**config.mk**
```make
export PLATFORM = sky130hd
export DESIGN_NAME = fixed_q8_56_signed_divider_top
export DESIGN_NICKNAME = d
export VERILOG_FILES = /design/src/rtl/fqdiv_pkg.sv /design/src/rtl/fqdiv_core.sv /design/src/rtl/fixed_q8_56_signed_divider_top.sv
export SDC_FILE = /design/constraint.sdc
export NUM_CORES = 1
export LEC_CHECK = 0
export BUFFER_PORTS_ARGS = -buffer_cell sky130_fd_sc_hd__buf_2
export CAP_MARGIN = 0
export CORE_MARGIN = 1.5
export CORE_UTILIZATION = 50
export DETAILED_ROUTE_END_ITERATION = 16
export HOLD_SLACK_MARGIN = 0.02
export PLACE_DENSITY = 0.71
export SETUP_SLACK_MARGIN = 0.5
export SLEW_MARGIN = 10
export SYNTH_ARGS = -nofsm -noshare
export SYNTH_HDL_FRONTEND = slang
export SYNTH_SLANG_ARGS = --single-unit
```
**constraint.sdc**
```tcl
create_clock -name clk -period 32.8 [get_ports clk]
set_input_delay 1.64 -clock clk [delete_from_list [all_inputs] [get_ports clk]]
set_output_delay 1.64 -clock clk [all_outputs]
set_load 0.03 [all_outputs]
```
**src/rtl/fqdiv_pkg.sv**
```systemverilog
// shared types and constants for the q8.56 signed divider
package fqdiv_pkg;

	localparam int QW    = 64;
	localparam int StepW = $clog2(QW);

	typedef logic [QW-1:0] word_t;

	typedef enum logic [2:0] {
		ST_IDLE,
		ST_MAG,
		ST_START,
		ST_DIV,
		ST_ROUND,
		ST_FINISH
	} fqdiv_state_t;

	typedef struct packed {
		logic done;
		logic big;
	} fqdiv_stat_t;

	function automatic word_t magnitude(input word_t v);
		magnitude = v[QW-1] ? (~v + word_t'(1)) : v;
	endfunction

endpackage

```
**src/rtl/fqdiv_core.sv**
```systemverilog
// iterative restoring divider core, one quotient bit per cycle
module fqdiv_core
	import fqdiv_pkg::*;
(
	input  logic        clk,
	input  logic        arst_n,
	input  logic        start,
	input  word_t       num_hi,
	input  word_t       num_lo,
	input  word_t       den,
	output fqdiv_stat_t stat,
	output word_t       quo
);

	logic             busy_q;
	logic [StepW-1:0] cnt_q;
	logic             big_q;
	word_t            rem_q;
	word_t            lo_q;
	word_t            den_q;

	logic [QW:0] rem_sh;
	logic        ge;
	logic [QW:0] diff;

	assign rem_sh = {rem_q, lo_q[QW-1]};
	assign ge     = rem_sh >= {1'b0, den_q};
	assign diff   = rem_sh - {1'b0, den_q};

	always_ff @(posedge clk or negedge arst_n) begin
		if (!arst_n) begin
			busy_q <= 1'b0;
			cnt_q  <= '0;
		end else if (start) begin
			busy_q <= 1'b1;
			cnt_q  <= '0;
		end else if (busy_q) begin
			cnt_q <= cnt_q + StepW'(1);
			if (cnt_q == StepW'(QW - 1)) begin
				busy_q <= 1'b0;
			end
		end
	end

	always_ff @(posedge clk) begin
		if (start) begin
			rem_q <= num_hi;
			lo_q  <= num_lo;
			den_q <= den;
			big_q <= num_hi >= den;
		end else if (busy_q) begin
			rem_q <= ge ? diff[QW-1:0] : rem_sh[QW-1:0];
			lo_q  <= {lo_q[QW-2:0], ge};
		end
	end

	assign stat.done = busy_q && (cnt_q == StepW'(QW - 1));
	assign stat.big  = big_q;
	assign quo       = lo_q;

endmodule

```
**src/rtl/fixed_q8_56_signed_divider_top.sv**
```systemverilog
// signed q8.56 fixed-point divider top level with stream ports
// an input transfer passes through the magnitude, start, divide, round and finish states to result valid
// one item in flight at a time, set by the 64-step shared subtract/compare loop
// input ready only while idle; a finished result waits in the output register
// arst_n clears the sequencer and output valid, data registers are not reset
module fixed_q8_56_signed_divider_top
	import fqdiv_pkg::*;
#(
	parameter int FRACTION_BITS = 56
) (
	input  logic         clk,
	input  logic         arst_n,
	input  logic         s_tvalid,
	output logic         s_tready,
	input  logic [127:0] s_tdata,  // dividend[63:0], divisor[127:64]
	output logic         m_tvalid,
	input  logic         m_tready,
	output logic [63:0]  m_tdata,  // quotient[63:0]
	output logic [1:0]   m_tuser   // overflow[0], div_by_zero[1]
);

	localparam int Up      = FRACTION_BITS + 1;
	localparam int HiShift = QW - Up;

	fqdiv_state_t state_q, state_d;

	word_t a_q, b_q, ma_q, mb_q, qmag_q, tdata_q;
	logic  neg_q, zero_q, ovf_q, m_tvalid_q;
	logic [1:0] tuser_q;

	logic        core_start, load_out;
	fqdiv_stat_t stat;
	word_t       quo, num_hi, num_lo;

	logic [QW:0] q_rnd;
	word_t       q_lim;
	logic        q_ovf;
	word_t       res;

	assign num_hi = ma_q >> HiShift;
	assign num_lo = ma_q << Up;

	fqdiv_core u_core (
		.clk    (clk),
		.arst_n (arst_n),
		.start  (core_start),
		.num_hi (num_hi),
		.num_lo (num_lo),
		.den    (mb_q),
		.stat   (stat),
		.quo    (quo)
	);

	always_comb begin
		state_d    = state_q;
		s_tready   = 1'b0;
		core_start = 1'b0;
		load_out   = 1'b0;
		unique case (state_q)
			ST_IDLE: begin
				s_tready = 1'b1;
				if (s_tvalid) begin
					state_d = ST_MAG;
				end
			end
			ST_MAG: begin
				state_d = ST_START;
			end
			ST_START: begin
				core_start = 1'b1;
				state_d    = ST_DIV;
			end
			ST_DIV: begin
				if (stat.done) begin
					state_d = ST_ROUND;
				end
			end
			ST_ROUND: begin
				state_d = ST_FINISH;
			end
			ST_FINISH: begin
				if (!m_tvalid_q || m_tready) begin
					load_out = 1'b1;
					state_d  = ST_IDLE;
				end
			end
			default: begin
				state_d = ST_IDLE;
			end
		endcase
	end

	always_ff @(posedge clk or negedge arst_n) begin
		if (!arst_n) begin
			state_q    <= ST_IDLE;
			m_tvalid_q <= 1'b0;
		end else begin
			state_q <= state_d;
			if (load_out) begin
				m_tvalid_q <= 1'b1;
			end else if (m_tready) begin
				m_tvalid_q <= 1'b0;
			end
		end
	end

	// round the magnitude half up on the guard bit (half away from zero), then clamp
	assign q_rnd = {2'b00, quo[QW-1:1]} + {{QW{1'b0}}, quo[0]};
	assign q_lim = neg_q ? {1'b1, {(QW-1){1'b0}}} : {1'b0, {(QW-1){1'b1}}};
	assign q_ovf = stat.big || (q_rnd[QW-1:0] > q_lim);
	assign res   = neg_q ? (word_t'(0) - qmag_q) : qmag_q;

	always_ff @(posedge clk) begin
		if (s_tvalid && s_tready) begin
			a_q <= s_tdata[QW-1:0];
			b_q <= s_tdata[2*QW-1:QW];
		end
		if (state_q == ST_MAG) begin
			ma_q   <= magnitude(a_q);
			mb_q   <= magnitude(b_q);
			neg_q  <= a_q[QW-1] ^ b_q[QW-1];
			zero_q <= b_q == '0;
		end
		if (state_q == ST_ROUND) begin
			qmag_q <= q_ovf ? q_lim : q_rnd[QW-1:0];
			ovf_q  <= q_ovf;
		end
		if (load_out) begin
			tdata_q <= zero_q ? '0 : res;
			tuser_q <= {zero_q, ovf_q && !zero_q};
		end
	end

	assign m_tvalid = m_tvalid_q;
	assign m_tdata  = tdata_q;
	assign m_tuser  = tuser_q;

`ifndef SYNTH
	a_done_in_div: assert property (@(posedge clk) disable iff (!arst_n)
		stat.done |-> state_q == ST_DIV)
		else $error("divider core finished outside the divide phase");

	a_accept_to_mag: assert property (@(posedge clk) disable iff (!arst_n)
		s_tvalid && s_tready |=> state_q == ST_MAG)
		else $error("input transfer did not start the magnitude phase");

	a_flags_exclusive: assert property (@(posedge clk) disable iff (!arst_n)
		m_tvalid |-> !(m_tuser[0] && m_tuser[1]))
		else $error("overflow and div_by_zero both set");

	a_dbz_zero: assert property (@(posedge clk) disable iff (!arst_n)
		m_tvalid && m_tuser[1] |-> m_tdata == '0)
		else $error("div_by_zero result is not zero");

	a_load_frees: assert property (@(posedge clk) disable iff (!arst_n)
		load_out |=> m_tvalid && state_q == ST_IDLE)
		else $error("result load did not present output and return to idle");
`endif

endmodule

```
==> run summary <==
outcome: finished clean
RSZ-0062 raised after global routing: false
Slew @ Worst Pin: 1.17 ns
DRC violations left: 0
layout cells sized above 1: 0.136
cell area after synthesis: 32600 µm²
syn avg cell area: 11.0 µm²
adder-cell share of the synthesized area: 0.0738
Worst Path Required: 33.14 ns
critical path arrival: 6.68 ns
initial antenna violation count: 0
max-slew violations: 0
Max-Cap Viols: 0
Max Root-Sink Buffers: 3
post-CTS setup buffer count: 0
Post-synth EDFFs: 518
CTS resizes: 0
most frequent cells in the layout: 518 x edfxtp_1, 298 x nor2_1, 222 x a21oi_1, 206 x xnor2_1, 199 x buf_2
Reg power frac: 0.380
worst vdd ir: 0.0675 mV
crit start category: flop
Die Ht: 258 µm
CTS Root Cell: clkbuf_16
clock buffer count from CTS: 66
PortBufs: 199
Initial DRC Count: 1443
# hold bufs at CTS: 0
initial core utilization: 0.506
slew margin rel.: 0.221
IO Pins: 200
setup violators final: 0
ANT nets after route: 0
WHS: 0.447 ns
Die X: 258 µm
via/cell ratio: 5.60
first-pass iteration count of the detailed router: 6
Core Footprint: 64500 µm²
GP Congestion: 0.888
most common cell after layout, fill and taps aside: edfxtp_1
register bit count reported by yosys: 593
Max Clk Rate: 158 MHz
Crit. End Element: flop
Worst-path clk slew: 0.06 ns
clk sinks: 593
met3 Track Usage GR: 0.0308
largest family of logic cells by synthesized area: simple AND/OR/NAND/NOR gates
overall routing resource usage: 0.205
synthesis-to-finish area growth: 12.1%
vias in the first global route: 22103
Final Hold Fails: 0
Layout Nets: 3449
largest fanout on the critical path: 49
post-synthesis sequential area ratio: 0.524
CTS tree: done
insertion delay to the later sink of the worst-skew pair: 0.61 ns
Power Dens Cells: 74.1 nW/µm²
switching power: 0.923 mW
worst hold path type: flop to flop
post-DP HPWL: 51000 µm
ys flop type: edfxtp_1
vias after detailed routing: 22589
cell internal pwr: 1.79 mW
Logic pwr share: 0.349
H-tree depth: 3
async set or reset register ratio after synthesis: 0.0185
post-synthesis xor/xnor area fraction: 0.0824
per-cell routed wire length: 17.1 µm
row count: 93
Final Cycle Share: 0.193
Warnings, synthesis: 0
clock power share: 0.271
Syn Inst Count: 2962
met2 usage: 0.362
Synth Area in Compound Gates: 0.116
met1 GRT Util: 0.261
post-synth cell types: 73
mux share of post-synthesis cell area: 0.0439
syn_nets: 3286
P_leak: 14.4 nW
Final Skew: 0.0211 ns
die area: 66800 µm²
fin crit period: 6.34 ns
antenna cells: 0
Setup CP Type: flop to flop
global route total overflow: 0
drt total wl: 69000 µm
Total Power: 2.71 mW
Fin Setup TNS: 0 ns
switching portion of total power: 0.340
# fillers: 5379
Synth Area in Simple Gates: 0.128
GR peak layer: met2
first-pass GRT wire length: 112000 µm
largest net degree at the start of global routing: 85
==> stage by stage <==
stage	setup WS (ns)	util	cells	area (µm²)
after detailed placement	26.49	0.534	3912	34400
final	26.46	0.568	4031	36600
after global routing	25.79	0.568	4031	36600
after CTS	26.45	0.568	4031	36600
after global placement	26.69	0.534	3912	34400
after floorplan	22.02	-	2962	32600
==> power groups by stage <==
stage	clock, mW	combinational, mW	sequential [mW]
2_1_floorplan	0	0.733	1.03
3_3_place_gp	0	0.918	1.04
3_5_place_dp	0	0.934	1.04
4_1_cts	0.753	0.943	1.03
5_1_grt	0.782	1.06	1.04
6_report	0.735	0.946	1.03
==> flip-flops by register name, summed over array words and instances, names as in the netlist, 6 cells and up <==
name and cells:
a_q 64, b_q 64, m_tdata 64, ma_q 64
mb_q 64, qmag_q 64, u_core.den_q 64, u_core.quo 64
u_core.rem_q 64, u_core.cnt_q 6
==> layer usage <==
layer | vias up | share of wire
met5 | - | 0
met1 | 10799 | 0.44
met3 | 106 | 0.046
li1 | 11153 | -
met4 | 0 | 0.022
met2 | 531 | 0.50
==> cell families (layout without fill, tap and decap cells) <==
family / after synthesis / count (layout)
AO/OA/AOI/OAI: 618 / 618
multiplexers: 135 / 135
flip-flops: 593 / 593
AND/OR/NAND/NOR: 842 / 842
XOR/XNOR: 307 / 307
buffers and inverters: 275 / 489
adder cells (fa/ha/maj): 192 / 192
==> synthesized netlist by cell type (all sizes together), types with 25 or more instances <==
master	instances	area (µm²)
a21o	78	586
a21oi	222	1110
clkbuf	110	413
dfxtp	64	1280
edfxtp	518	15600
ha	191	2390
inv	149	559
mux2	65	732
mux2i	70	701
nand2	172	646
nand2b	31	216
nand3	59	295
nand4	57	357
nor2	298	1120
nor2b	30	188
nor3	34	186
nor4	25	175
o21ai	157	786
o31ai	63	488
or3	47	319
or4	27	221
xnor2	206	1800
xor2	101	885
==> worst max-delay path: stages (launching register included) <==
cell,delay [ns]
dfxtp_1,0.36
ha_1,0.18
nand3_1,0.18
nor4_1,0.88
and2_1,0.37
nand2_1,0.12
nor2_1,0.26
nand3_1,0.19
nor2_1,0.32
xor2_1,0.23
ha_1,0.28
a21o_1,0.19
a21o_1,0.17
a21o_1,0.18
a21o_1,0.18
a21oi_1,0.14
nor2b_1,0.05
o21ai_0,0.16
o211ai_1,0.12
a21o_1,0.20
o21ai_4,0.23
buf_4,0.61
mux2_2,0.42
==> worst paths after layout <==
check                                           start                         end  slack (ns)  cells after the start
setup / recovery           u_core.quo[0]$_SDFFE_PP0P_        qmag_q[14]$_DFFE_PP_       26.46                     22
hold / removal                     mb_q[41]$_DFFE_PP_  u_core.den_q[41]$_DFFE_PP_        0.45                      0
setup reg to reg           u_core.quo[0]$_SDFFE_PP0P_        qmag_q[14]$_DFFE_PP_       26.46                     22
hold reg to reg                    mb_q[41]$_DFFE_PP_  u_core.den_q[41]$_DFFE_PP_        0.45                      0
max in group asynchronous                      arst_n     u_core.busy_q$_DFF_PN0_       31.63                      1
min in group asynchronous                      arst_n      state_q[0]$_DFFE_PN0P_        0.91                      1
==> cell type report <==
cell class              instances  area [µm²]  share of cell area
clock buffers                  76        1720              0.0470
multi-input cells            2094       14500               0.397
flip-flops and latches        593       17100               0.468
clock inverters                43         443              0.0121
well taps                     855        1070              0.0292
repair buffers                220        1150              0.0315
inverters                     150         566              0.0155
(Power assumes the default switching activity.)
